## config.mk

```make
export PLATFORM = sky130hd
export DESIGN_NAME = four_axis_pid_with_mixing_core
export DESIGN_NICKNAME = d
export VERILOG_FILES = /design/src/sv/fapm_pkg.sv /design/src/sv/fapm_cfg.sv /design/src/sv/fapm_ctrl.sv /design/src/sv/fapm_dp.sv /design/src/sv/four_axis_pid_with_mixing_core.sv
export VERILOG_INCLUDE_DIRS = /design/src /design/src/sv
export SDC_FILE = /design/constraint.sdc
export NUM_CORES = 2
export LEC_CHECK = 0
export CAP_MARGIN = 20
export CORE_MARGIN = 5
export CORE_UTILIZATION = 35
export CTS_BUF_LIST = sky130_fd_sc_hd__clkbuf_8 sky130_fd_sc_hd__clkbuf_16
export DETAILED_ROUTE_END_ITERATION = 6
export DONT_BUFFER_PORTS = 1
export SYNTH_ARGS = -nofsm -noshare
export SYNTH_HDL_FRONTEND = slang
export SYNTH_SLANG_ARGS = --single-unit
```

## constraint.sdc

```tcl
create_clock -name clk -period 24.5 [get_ports clk]
set_input_delay 4.9 -clock clk [delete_from_list [all_inputs] [get_ports clk]]
set_output_delay 4.9 -clock clk [all_outputs]
set_load 0.05 [all_outputs]
```

## src/sv/four_axis_pid_with_mixing_core_macros.svh

```systemverilog
// ---------------------------------------------------------------------------
// Four-axis PID core assertion macros
// Clocked property wrappers, disabled while reset is asserted.
// ---------------------------------------------------------------------------
`ifndef FOUR_AXIS_PID_WITH_MIXING_CORE_MACROS_SVH
`define FOUR_AXIS_PID_WITH_MIXING_CORE_MACROS_SVH

// consequent must hold in the same cycle as the antecedent
`define FAPM_ASSERT_NOW(label, ante, cons, msg) \
  label: assert property (@(posedge clk) disable iff (!rst_n) (ante) |-> (cons)) \
    else $error(msg);

// consequent must hold in the cycle after the antecedent
`define FAPM_ASSERT_NEXT(label, ante, cons, msg) \
  label: assert property (@(posedge clk) disable iff (!rst_n) (ante) |=> (cons)) \
    else $error(msg);

`endif

```

## src/sv/fapm_pkg.sv

```systemverilog
// ---------------------------------------------------------------------------
// fapm_pkg
// Widths, register codes, word types and control structs of the PID core.
// ---------------------------------------------------------------------------
`default_nettype none

package fapm_pkg;

  localparam int AXES       = 4;
  localparam int DATA_W     = 16;
  localparam int ERR_W      = 17;
  localparam int DIFF_W     = 18;
  localparam int INTEG_W    = 16;
  localparam int LIM_W      = 15;
  localparam int PID_W      = 35;
  localparam int COEF_W     = 8;
  localparam int PROD_W     = 51;
  localparam int ACC_W      = 46;
  localparam int FRAC_SHIFT = 14;
  localparam int RAW_W      = ACC_W - FRAC_SHIFT;
  localparam int CFG_W      = 64;
  localparam int CFG_IDX_W  = 3;

  // configuration register indexes
  localparam logic [CFG_IDX_W-1:0] REG_PROP    = 3'd0;
  localparam logic [CFG_IDX_W-1:0] REG_INTEG   = 3'd1;
  localparam logic [CFG_IDX_W-1:0] REG_DERIV   = 3'd2;
  localparam logic [CFG_IDX_W-1:0] REG_MIX_LO  = 3'd3;
  localparam logic [CFG_IDX_W-1:0] REG_MIX_HI  = 3'd4;
  localparam logic [CFG_IDX_W-1:0] REG_DRV_MIN = 3'd5;
  localparam logic [CFG_IDX_W-1:0] REG_DRV_MAX = 3'd6;
  localparam logic [CFG_IDX_W-1:0] REG_INT_LIM = 3'd7;

  // PID term selects
  localparam logic [1:0] TERM_P = 2'd0;
  localparam logic [1:0] TERM_I = 2'd1;
  localparam logic [1:0] TERM_D = 2'd2;

  localparam logic [1:0] IDX_FIRST = 2'd0;
  localparam logic [1:0] IDX_LAST  = 2'd3;

  typedef struct packed {
    logic signed [DATA_W-1:0] target_a;
    logic signed [DATA_W-1:0] target_b;
    logic signed [DATA_W-1:0] target_c;
    logic signed [DATA_W-1:0] target_d;
    logic signed [DATA_W-1:0] measured_a;
    logic signed [DATA_W-1:0] measured_b;
    logic signed [DATA_W-1:0] measured_c;
    logic signed [DATA_W-1:0] measured_d;
  } in_word_t;

  typedef struct packed {
    logic signed [DATA_W-1:0] drive_a;
    logic signed [DATA_W-1:0] drive_b;
    logic signed [DATA_W-1:0] drive_c;
    logic signed [DATA_W-1:0] drive_d;
  } out_word_t;

  typedef struct packed {
    logic [CFG_W-1:0] prop;
    logic [CFG_W-1:0] integ;
    logic [CFG_W-1:0] deriv;
    logic [CFG_W-1:0] mix_lo;
    logic [CFG_W-1:0] mix_hi;
    logic [CFG_W-1:0] drv_min;
    logic [CFG_W-1:0] drv_max;
    logic [LIM_W-1:0] int_lim;
  } cfg_regs_t;

  typedef struct packed {
    logic       load;
    logic       integ;
    logic       issue;
    logic       mix;
    logic [1:0] idx_a;
    logic [1:0] idx_b;
    logic       first;
    logic       last;
    logic       clamp;
  } cmd_t;

  typedef struct packed {
    logic out_space;
  } stat_t;

endpackage

`default_nettype wire

```

## src/sv/fapm_cfg.sv

```systemverilog
// ---------------------------------------------------------------------------
// fapm_cfg
// Configuration register file: gains, mixing matrix, drive windows, limit.
// ---------------------------------------------------------------------------
`default_nettype none

module fapm_cfg import fapm_pkg::*; (
  input  logic                 clk,
  input  logic                 rst_n,
  input  logic                 cfg_valid,
  output logic                 cfg_ready,
  input  logic [CFG_IDX_W-1:0] cfg_index,
  input  logic [CFG_W-1:0]     cfg_data,
  output cfg_regs_t            regs
);

  cfg_regs_t regs_r;

  // refuse writes while reset is held
  assign cfg_ready = rst_n;
  assign regs      = regs_r;

  always_ff @(posedge clk) begin
    if (!rst_n) begin
      regs_r <= '0;
    end else if (cfg_valid) begin
      unique case (cfg_index)
        REG_PROP:    regs_r.prop    <= cfg_data;
        REG_INTEG:   regs_r.integ   <= cfg_data;
        REG_DERIV:   regs_r.deriv   <= cfg_data;
        REG_MIX_LO:  regs_r.mix_lo  <= cfg_data;
        REG_MIX_HI:  regs_r.mix_hi  <= cfg_data;
        REG_DRV_MIN: regs_r.drv_min <= cfg_data;
        REG_DRV_MAX: regs_r.drv_max <= cfg_data;
        REG_INT_LIM: regs_r.int_lim <= cfg_data[LIM_W-1:0];
        default: ;
      endcase
    end
  end

endmodule

`default_nettype wire

```

## src/sv/fapm_ctrl.sv

```systemverilog
// ---------------------------------------------------------------------------
// fapm_ctrl
// Sequencer: integral update, twelve PID products, sixteen mixing products,
// drain of the accumulate stage, clamp into the output register.
// ---------------------------------------------------------------------------
`default_nettype none

module fapm_ctrl import fapm_pkg::*; (
  input  logic  clk,
  input  logic  rst_n,
  input  logic  in_valid,
  output logic  in_stall,
  input  stat_t stat,
  output cmd_t  cmd
);

  localparam logic [2:0] S_IDLE  = 3'd0;
  localparam logic [2:0] S_INTEG = 3'd1;
  localparam logic [2:0] S_PID   = 3'd2;
  localparam logic [2:0] S_MIX   = 3'd3;
  localparam logic [2:0] S_DRAIN = 3'd4;
  localparam logic [2:0] S_CLAMP = 3'd5;

  logic [2:0] state_r, state_nxt;
  logic [1:0] idx_a_r, idx_a_nxt;
  logic [1:0] idx_b_r, idx_b_nxt;

  // hold the input off while busy or in reset
  assign in_stall = (state_r != S_IDLE) || !rst_n;

  always_comb begin
    state_nxt = state_r;
    idx_a_nxt = idx_a_r;
    idx_b_nxt = idx_b_r;
    cmd       = '0;
    cmd.idx_a = idx_a_r;
    cmd.idx_b = idx_b_r;
    unique case (state_r)
      S_IDLE: begin
        if (in_valid) begin
          cmd.load  = 1'b1;
          state_nxt = S_INTEG;
        end
      end
      S_INTEG: begin
        cmd.integ = 1'b1;
        idx_a_nxt = IDX_FIRST;
        idx_b_nxt = TERM_P;
        state_nxt = S_PID;
      end
      S_PID: begin
        cmd.issue = 1'b1;
        cmd.first = (idx_b_r == TERM_P);
        cmd.last  = (idx_b_r == TERM_D);
        if (idx_b_r == TERM_D) begin
          idx_b_nxt = IDX_FIRST;
          idx_a_nxt = idx_a_r + 2'd1;
          if (idx_a_r == IDX_LAST) begin
            state_nxt = S_MIX;
          end
        end else begin
          idx_b_nxt = idx_b_r + 2'd1;
        end
      end
      S_MIX: begin
        cmd.issue = 1'b1;
        cmd.mix   = 1'b1;
        cmd.first = (idx_b_r == IDX_FIRST);
        cmd.last  = (idx_b_r == IDX_LAST);
        idx_b_nxt = idx_b_r + 2'd1;
        if (idx_b_r == IDX_LAST) begin
          idx_a_nxt = idx_a_r + 2'd1;
          if (idx_a_r == IDX_LAST) begin
            state_nxt = S_DRAIN;
          end
        end
      end
      S_DRAIN: begin
        state_nxt = S_CLAMP;
      end
      S_CLAMP: begin
        // hold until the output register is free
        if (stat.out_space) begin
          cmd.clamp = 1'b1;
          state_nxt = S_IDLE;
        end
      end
      default: begin
        state_nxt = S_IDLE;
      end
    endcase
  end

  always_ff @(posedge clk) begin
    if (!rst_n) begin
      state_r <= S_IDLE;
      idx_a_r <= IDX_FIRST;
      idx_b_r <= IDX_FIRST;
    end else begin
      state_r <= state_nxt;
      idx_a_r <= idx_a_nxt;
      idx_b_r <= idx_b_nxt;
    end
  end

endmodule

`default_nettype wire

```

## src/sv/fapm_dp.sv

```systemverilog
// ---------------------------------------------------------------------------
// fapm_dp
// Datapath: errors, saturated integrals, one shared multiplier with a
// registered product, accumulator, drive clamps and the output register.
// ---------------------------------------------------------------------------
`default_nettype none

module fapm_dp import fapm_pkg::*; #(
  parameter int DERIV_UPDATE_PERIOD = 4
) (
  input  logic      clk,
  input  logic      rst_n,
  input  cmd_t      cmd,
  output stat_t     stat,
  input  in_word_t  in_data,
  input  cfg_regs_t cfg,
  output logic      out_valid,
  input  logic      out_stall,
  output out_word_t out_data
);

  localparam int TICK_W = (DERIV_UPDATE_PERIOD > 1) ? $clog2(DERIV_UPDATE_PERIOD) : 1;
  localparam logic [TICK_W-1:0] TICK_LAST = TICK_W'(DERIV_UPDATE_PERIOD - 1);

  logic signed [DATA_W-1:0]  tgt      [AXES];
  logic signed [DATA_W-1:0]  meas     [AXES];
  logic signed [ERR_W-1:0]   err_in   [AXES];
  logic signed [DIFF_W-1:0]  diff_in  [AXES];
  logic signed [DIFF_W-1:0]  int_sum  [AXES];
  logic signed [DIFF_W-1:0]  int_nxt  [AXES];
  logic signed [DIFF_W-1:0]  lim_pos, lim_neg;

  logic signed [ERR_W-1:0]   err_r    [AXES];
  logic signed [DIFF_W-1:0]  diff_r   [AXES];
  logic signed [INTEG_W-1:0] integ_r  [AXES];
  logic signed [ERR_W-1:0]   saved_r  [AXES];
  logic signed [PID_W-1:0]   pid_r    [AXES];
  logic signed [RAW_W-1:0]   mix_r    [AXES];
  logic [TICK_W-1:0]         tick_r;

  logic [CFG_W-1:0]          gain_reg, mix_reg;
  logic [2:0]                coef_sel;
  logic signed [COEF_W-1:0]  coef;
  logic signed [DATA_W-1:0]  op_a;
  logic signed [PID_W-1:0]   op_b;
  logic signed [PROD_W-1:0]  prod_nxt, prod_r;

  logic                      acc_en_r, acc_first_r, acc_last_r, acc_mix_r;
  logic [1:0]                acc_idx_r;
  logic signed [ACC_W-1:0]   acc_r, acc_nxt;

  logic signed [DATA_W-1:0]  lo       [AXES];
  logic signed [DATA_W-1:0]  hi       [AXES];
  logic signed [DATA_W-1:0]  drv      [AXES];
  out_word_t                 out_r;
  logic                      out_valid_r;

  assign tgt[0]  = in_data.target_a;
  assign tgt[1]  = in_data.target_b;
  assign tgt[2]  = in_data.target_c;
  assign tgt[3]  = in_data.target_d;
  assign meas[0] = in_data.measured_a;
  assign meas[1] = in_data.measured_b;
  assign meas[2] = in_data.measured_c;
  assign meas[3] = in_data.measured_d;

  assign lim_pos = {{(DIFF_W-LIM_W){1'b0}}, cfg.int_lim};
  assign lim_neg = -lim_pos;

  always_comb begin
    for (int i = 0; i < AXES; i++) begin
      err_in[i]  = {tgt[i][DATA_W-1], tgt[i]} - {meas[i][DATA_W-1], meas[i]};
      diff_in[i] = {err_in[i][ERR_W-1], err_in[i]} - {saved_r[i][ERR_W-1], saved_r[i]};
      int_sum[i] = DIFF_W'(integ_r[i]) + DIFF_W'(err_r[i]);
      if (int_sum[i] < lim_neg) begin
        int_nxt[i] = lim_neg;
      end else if (int_sum[i] > lim_pos) begin
        int_nxt[i] = lim_pos;
      end else begin
        int_nxt[i] = int_sum[i];
      end
    end
  end

  // capture errors on accept, then saturate integrals and, once every DERIV_UPDATE_PERIOD updates, save errors
  always_ff @(posedge clk) begin
    if (cmd.load) begin
      for (int i = 0; i < AXES; i++) begin
        err_r[i]  <= err_in[i];
        diff_r[i] <= diff_in[i];
      end
    end
  end

  always_ff @(posedge clk) begin
    if (!rst_n) begin
      for (int i = 0; i < AXES; i++) begin
        integ_r[i] <= '0;
        saved_r[i] <= '0;
      end
      tick_r <= '0;
    end else if (cmd.integ) begin
      for (int i = 0; i < AXES; i++) begin
        integ_r[i] <= int_nxt[i][INTEG_W-1:0];
        if (tick_r == '0) begin
          saved_r[i] <= err_r[i];
        end
      end
      tick_r <= (tick_r == TICK_LAST) ? '0 : tick_r + 1'b1;
    end
  end

  // operand selection for the shared multiplier
  always_comb begin
    case (cmd.idx_b)
      TERM_P:  gain_reg = cfg.prop;
      TERM_I:  gain_reg = cfg.integ;
      default: gain_reg = cfg.deriv;
    endcase
    mix_reg  = cmd.idx_a[1] ? cfg.mix_hi : cfg.mix_lo;
    coef_sel = {cmd.idx_a[0], cmd.idx_b};
    coef     = mix_reg[{coef_sel, 3'b000} +: COEF_W];
    if (cmd.mix) begin
      op_a = DATA_W'(coef);
      op_b = pid_r[cmd.idx_b];
    end else begin
      op_a = gain_reg[{cmd.idx_a, 4'b0000} +: DATA_W];
      case (cmd.idx_b)
        TERM_P:  op_b = PID_W'(err_r[cmd.idx_a]);
        TERM_I:  op_b = PID_W'(integ_r[cmd.idx_a]);
        default: op_b = PID_W'(diff_r[cmd.idx_a]);
      endcase
    end
  end

  assign prod_nxt = op_a * op_b;

  always_ff @(posedge clk) begin
    if (cmd.issue) begin
      prod_r      <= prod_nxt;
      acc_first_r <= cmd.first;
      acc_last_r  <= cmd.last;
      acc_mix_r   <= cmd.mix;
      acc_idx_r   <= cmd.idx_a;
    end
  end

  always_ff @(posedge clk) begin
    if (!rst_n) begin
      acc_en_r <= 1'b0;
    end else begin
      acc_en_r <= cmd.issue;
    end
  end

  assign acc_nxt = (acc_first_r ? ACC_W'(0) : acc_r) + ACC_W'(prod_r);

  always_ff @(posedge clk) begin
    if (acc_en_r) begin
      acc_r <= acc_nxt;
      if (acc_last_r) begin
        if (acc_mix_r) begin
          mix_r[acc_idx_r] <= RAW_W'(acc_nxt >>> FRAC_SHIFT);
        end else begin
          pid_r[acc_idx_r] <= PID_W'(acc_nxt);
        end
      end
    end
  end

  // clamp each drive to its window, lower bound tested first
  always_comb begin
    for (int k = 0; k < AXES; k++) begin
      lo[k] = cfg.drv_min[16*k +: DATA_W];
      hi[k] = cfg.drv_max[16*k +: DATA_W];
      if (mix_r[k] < RAW_W'(lo[k])) begin
        drv[k] = lo[k];
      end else if (mix_r[k] > RAW_W'(hi[k])) begin
        drv[k] = hi[k];
      end else begin
        drv[k] = mix_r[k][DATA_W-1:0];
      end
    end
  end

  always_ff @(posedge clk) begin
    if (cmd.clamp) begin
      out_r.drive_a <= drv[0];
      out_r.drive_b <= drv[1];
      out_r.drive_c <= drv[2];
      out_r.drive_d <= drv[3];
    end
  end

  always_ff @(posedge clk) begin
    if (!rst_n) begin
      out_valid_r <= 1'b0;
    end else if (cmd.clamp) begin
      out_valid_r <= 1'b1;
    end else if (!out_stall) begin
      out_valid_r <= 1'b0;
    end
  end

  assign out_valid      = out_valid_r;
  assign out_data       = out_r;
  assign stat.out_space = !out_valid_r || !out_stall;

endmodule

`default_nettype wire

```

## src/sv/four_axis_pid_with_mixing_core.sv

```systemverilog
// ---------------------------------------------------------------------------
// four_axis_pid_with_mixing_core
// Words are processed one at a time: the input is stalled until the previous word
// is clamped, paced by the single shared 16x35 multiplier (28 products).
// The next word is taken while a finished result still waits on out_stall.
// Reset (rst_n low, synchronous) clears config, integrals, saved errors,
// the tick counter and all handshake state.
// ---------------------------------------------------------------------------
`default_nettype none
`include "four_axis_pid_with_mixing_core_macros.svh"

module four_axis_pid_with_mixing_core import fapm_pkg::*; #(
  parameter int DERIV_UPDATE_PERIOD = 4
) (
  input  logic                 clk,
  input  logic                 rst_n,
  input  logic                 in_valid,
  output logic                 in_stall,
  input  in_word_t             in_data,
  output logic                 out_valid,
  input  logic                 out_stall,
  output out_word_t            out_data,
  input  logic                 cfg_valid,
  output logic                 cfg_ready,
  input  logic [CFG_IDX_W-1:0] cfg_index,
  input  logic [CFG_W-1:0]     cfg_data
);

  cfg_regs_t regs;
  cmd_t      cmd;
  stat_t     stat;

  fapm_cfg u_cfg (
    .clk       (clk),
    .rst_n     (rst_n),
    .cfg_valid (cfg_valid),
    .cfg_ready (cfg_ready),
    .cfg_index (cfg_index),
    .cfg_data  (cfg_data),
    .regs      (regs)
  );

  fapm_ctrl u_ctrl (
    .clk      (clk),
    .rst_n    (rst_n),
    .in_valid (in_valid),
    .in_stall (in_stall),
    .stat     (stat),
    .cmd      (cmd)
  );

  fapm_dp #(
    .DERIV_UPDATE_PERIOD (DERIV_UPDATE_PERIOD)
  ) u_dp (
    .clk       (clk),
    .rst_n     (rst_n),
    .cmd       (cmd),
    .stat      (stat),
    .in_data   (in_data),
    .cfg       (regs),
    .out_valid (out_valid),
    .out_stall (out_stall),
    .out_data  (out_data)
  );

  `FAPM_ASSERT_NEXT(a_accept_then_integ, in_valid && !in_stall, cmd.integ, "no integral update after accept")
  `FAPM_ASSERT_NOW(a_busy_blocks_input, cmd.issue || cmd.integ || cmd.clamp, in_stall, "input open while busy")
  `FAPM_ASSERT_NEXT(a_clamp_fills_out, cmd.clamp, out_valid, "clamp did not raise out_valid")
  `FAPM_ASSERT_NOW(a_single_cmd, 1'b1, $onehot0({cmd.load, cmd.integ, cmd.issue, cmd.clamp}), "overlapping commands")

endmodule

`default_nettype wire
```

; ---- Word level (Yosys, flattened, before mapping)
; Memories as Yosys holds them, arrays and structs flattened. A register that Yosys moved wholly into a read port is not among the register bits.
; Index checks and enable logic that the tools add are counted.
[word_totals]
ff_bits = 635
ramBits = 540
in_bits = 200
elab_cells = 199
n_memories = 6
[mem_list]
columns = memory, depth, word_bits, read_ports, rd_ports_with_merged_regs, wr, line_no
row1 = u_dp.pid_r, 4, 35, 1, 1, 1, fapm_dp.sv:37  ; logic signed [PID_W-1:0] pid_r [AXES];
row2 = u_dp.mix_r, 4, 32, 4, 0, 1, fapm_dp.sv:38  ; logic signed [RAW_W-1:0] mix_r [AXES];
row3 = u_dp.diff_r, 4, 18, 1, 1, 4, fapm_dp.sv:34  ; logic signed [DIFF_W-1:0] diff_r [AXES];
row4 = u_dp.err_r, 4, 17, 5, 1, 4, fapm_dp.sv:33  ; logic signed [ERR_W-1:0] err_r [AXES];
row5 = u_dp.saved_r, 4, 17, 4, 0, 4, fapm_dp.sv:36  ; logic signed [ERR_W-1:0] saved_r [AXES];
row6 = u_dp.integ_r, 4, 16, 5, 1, 4, fapm_dp.sv:35  ; logic signed [INTEG_W-1:0] integ_r [AXES];
[classes]
add_sub_neg = 17
multipliers = 1
n_lt_le_gt_ge = 16
eq_ne = 24
shift = 2
muxes = 79
bitwise = 8
n_reduce_logical = 22
[ops]
columns = cell, count
row1 = $mux W16, 21
row2 = $gt A32 B16 Y1, 4
row3 = $lt A32 B16 Y1, 4
row4 = $pmux W64 S2, 1
row5 = $add A16 B17 Y18, 4
row6 = $gt A18 B16 Y1, 4
row7 = $lt A18 B18 Y1, 4
row8 = $sub A17 B17 Y18, 4
row9 = $pmux W35 S2, 1
row10 = $mux W17, 4
row11 = $sub A16 B16 Y17, 4
row12 = $mux W64, 1
row13 = $shiftx A64 B7 Y16, 1
row14 = $shiftx A64 B7 Y8, 1
row15 = $add A46 B46 Y46, 1
row16 = $mul A16 B35 Y46, 1
row17 = $mux W46, 1
row18 = $mux W35, 1
row19 = $mux W1, 27
row20 = $mux W2, 12
row21 = $eq A3 B3 Y1 const B, 6
row22 = $mux W3, 6
row23 = $neg A15 Y18, 1
row24 = $pmux W3 S6, 1
row25 = 19 further kinds, 54

; ---- Logic depth before layout (Yosys ltp)
[logic_depth]
ltp_word = 6
depth_mapped = 41

; ---- Cells and area by module
; From an unflattened synthesis, not the netlist that was laid out.
[hier_totals]
cells_unflattened = 8437
area_unflattened_um2 = 85878.6
[by_module_without_submodules]
columns = mod, n_inst, cells_each, area_each_um2, seq_area_each_um2
row1 = fapm_dp, 1, 6809, 68548.2, 21130.3
row2 = fapm_cfg, 1, 1571, 16832.4, 9268.9
row3 = fapm_ctrl, 1, 57, 498.0, 140.1

; ---- Least setup slack after synthesis
; OpenSTA, ideal clock, no wires.
[synth_path]
path_kind = input to register
from = input in_valid
to = memory u_dp.diff_r[0][0], enable pin
arrival_time_ps = 18942
t_required_ps = 23469
path_slack_ps = 4527
cell_stages = 1
path_buffers = 0
cell_sequence = nor4b_1
[synth_lines]
columns = element, line_no
row1 = from (decl), four_axis_pid_with_mixing_core.sv:17  ; input logic in_valid,
row2 = to (decl), fapm_dp.sv:34

; ---- Final worst setup path
[layout_path]
from = input rst_n
to = output in_stall
[layout_via]
elab_chain_cells = 2
[layout_lines]
columns = element, line_no
row1 = from (decl), four_axis_pid_with_mixing_core.sv:16  ; input logic rst_n,
row2 = $logic_not A1 Y1, n/a
row3 = $logic_or A1 B1 Y1, fapm_ctrl.sv:29  ; assign in_stall = (state_r != S_IDLE) || !rst_n;
row4 = to (decl), four_axis_pid_with_mixing_core.sv:18  ; output logic in_stall,
; No other way between the ends.

==> metrics <==
status finished, violations left; failing checks DRC, slew limit; Slew HR -33.8%; largest net degree at the start of global routing 481; final worst path period share 48.4%; area grow syn2layout 9.77%; setup TNS 0 ns; Final Util 38.6%; initial core utilization 35.1%; Fillers 23800; Syn Inst Count 8693; CTS root buf clkbuf_16; Die Span Y 504 µm; critical path's top delay family simple AND/OR/NAND/NOR gates; register area share after synthesis 35.9%; # DRC 1; H-tree Lvls 4; Detail Route Antenna Nets 0; HP Class flop to flop; Wirelength per Cell 22.8 µm; first-pass GRT wire length 405 mm; I/O Buffers 0; Avg Cell Area, Syn 9.82 µm²; Num CTS Buffers 134; vias in the first global route 63600; maxcap violations 0; Vias per Instance 5.40; placer congestion estimate 0.936; Max FO, Critical Path 480; clk buf depth 3; vias 64100; fmax 84.4 MHz; synthesized net count 10100; ratio of cells with drive above 1 in the final layout 6.78%; startpoint class of the critical path input port; slowest CP cell nand3b_1; CTS-repair resized insts 0; clock input transition at the sequential cells of the worst setup and hold paths 0.06 ns; clk_skew 0.0771 ns; critical-path cell list nand3b_1; First DRT Iteration DRCs 5708; RSZ-0062 raised after global routing false; die footprint 254000 µm²; worst vdd ir 88.8 µV; P_leak 37.1 nW; Row Count 181; I/O pin total 267; nature of the critical path endpoint primary output; Crit path buffers/inverters 0; Initial DRT Pass Iterations 7; # Post-CTS Setup Buffers 0; final setup vio count 0; later-pin clock latency in the skew report 0.82 ns; grt ovf 0; share of the synthesized area in the top cell type 24.7%; register bit total from synthesis 1179; top area cells in the synthesized netlist edfxtp_1, fa_1, dfxtp_1; hpwl dp 202 mm; crit path DAT 6.95 ns; EDFF count, synth 701; asr flop ratio synth 0%; Die X 504 µm; final WL 271 mm; slowest stage delay, CP 1.20 ns; Pwr Density 119 nW/µm²; Clock Sinks 1179; Netlist cell types 94; GRT Util Overall 20.7%; CTS tree built; number of warnings issued by yosys 0; fin crit period 11.85 ns; initial antenna violation count 28; leading area contributor after synthesis edfxtp_1; Post-CTS Hold Buffers 0; Least-Margin Pin Slew 2.01 ns; final hold viol count 0; Core ar. 243000 µm²; ys flop type edfxtp_1; Crit Path Class input port to primary output; Layout Nets 9998; synthesized cell area 85300 µm²; Pins Over Slew Limit 321; Req. time, crit path 19.60 ns
[worst paths after layout]
kind	to	depth (start not counted)	startpoint	slack (ns)
setup reg to reg	u_dp.prod_r[43]	31	u_ctrl.idx_b_r[1]	13.61
hold reg to reg	u_cfg.regs[403]	2	u_cfg.regs[403]	0.46
hold / removal	u_cfg.regs[403]	2	u_cfg.regs[403]	0.46
setup / recovery	in_stall	1	rst_n	12.65
[placed cells by master, fill, tap and decap left out, types with 16 or more instances in the layout]
cell	instances
nand2_1	1349
inv_1	992
ha_1	744
edfxtp_1	701
fa_1	498
a21boi_0	485
nor2_1	484
dfxtp_1	470
a21oi_1	374
o21ai_0	191
xnor2_1	190
a21o_1	169
mux2i_1	166
nor2b_1	159
clkbuf_16	138
mux4_2	116
buf_4	102
nand2b_1	95
nor3_1	90
and3_1	88
nand3_1	84
nand4_1	71
a211oi_1	66
o21a_1	65
xor2_1	64
a31oi_1	58
a22o_1	43
a22oi_1	39
o21bai_1	32
or3_1	26
and2_1	26
o211ai_1	25
or2_2	25
a311oi_1	21
o22ai_1	20
mux2_2	18
clkinv_2	17
o31ai_1	16
[cells in the mapped netlist, drive strengths merged, types with 12 or more instances]
library cell     n
a211oi          69
a21boi         485
a21o           169
a21oi          388
a221oi          13
a22o            43
a22oi           39
a311oi          21
a31oi           58
a41oi           12
and2            28
and3            88
buf             72
clkbuf         310
dfxtp          478
edfxtp         701
fa             498
ha             747
inv            971
mux2            18
mux2i          167
mux4           116
nand2         1355
nand2b          95
nand3           88
nand3b          14
nand4           71
nor2           502
nor2b          159
nor3            95
nor4            12
o211ai          25
o21a            65
o21ai          206
o21bai          32
o221a           12
o22ai           20
o31ai           18
or2             26
or3             27
xnor2          198
xor2            67
[sequential cells by signal, summed over array words and instances, names as in the netlist, named ones only]
register,flops
u_cfg.regs,463
u_ctrl.idx_a_r,2
u_ctrl.idx_b_r,2
u_ctrl.state_r,3
u_dp.acc_en_r,1
u_dp.acc_first_r,1
u_dp.acc_idx_r,2
u_dp.acc_last_r,1
u_dp.acc_mix_r,1
u_dp.acc_r,46
u_dp.diff_r,72
u_dp.err_r,68
u_dp.integ_r,64
u_dp.mix_r,128
u_dp.out_data,64
u_dp.out_valid,1
u_dp.pid_r,140
u_dp.prod_r,46
u_dp.saved_r,68
u_dp.tick_r,2
[area by class of cell]
class / count / area [µm²] / area share, %
diodes: 6 / 15.0 / 0.0160
clock buffers: 149 / 3600 / 3.85
clock inverters: 96 / 1000 / 1.07
inverters: 973 / 3650 / 3.90
multi-input cells: 6159 / 49900 / 53.3
flip-flops and latches: 1179 / 30600 / 32.7
well taps: 3202 / 4010 / 4.28
repair buffers: 106 / 843 / 0.900
[power breakdown]
part           switching, mW  total [mW]  internal (mW)
clock network          0.886        2.08           1.19
registers              0.134        2.78           2.65
logic                   4.04        6.24           2.20
[metal layers]
layer / routed length [µm] / vias up / global-route usage [%] / part of all wire [%]
li1: - / 29600 / - / -
met1: 118000 / 31700 / 28.3 / 43
met2: 123000 / 2367 / 32.9 / 45
met3: 21100 / 460 / 4.23 / 7.8
met4: 9430 / 12 / 6.78 / 3.5
met5: 80 / - / 0 / 0.030
[through the flow]
step	std cells	hold WS [ns]	total power [mW]	area (µm²)	setup WS (ns)
floorplan	8693	0.440	6.85	85300	4.53
global placement	11600	0.450	8.82	89000	13.72
CTS	11900	0.467	11.1	93700	13.60
global route	11900	0.483	11.9	93700	13.01
detailed placement	11600	0.459	8.97	89100	13.60
finish	11900	0.464	11.1	93700	12.65
[cells by family after synthesis]
kind of cell               after synthesis  synth area share, %
muxes                                  301                 5.27
buffers and inverters                 1355                 6.08
and+or+nand+nor                       2586                 13.4
xor gates and xnor gates               266                 2.75
AOI/OAI and AO/OA                     1761                 14.0
adders and majority gates             1245                 22.6
DFF                                   1179                 35.9
No activity file was read; power rests on OpenSTA's default activity.
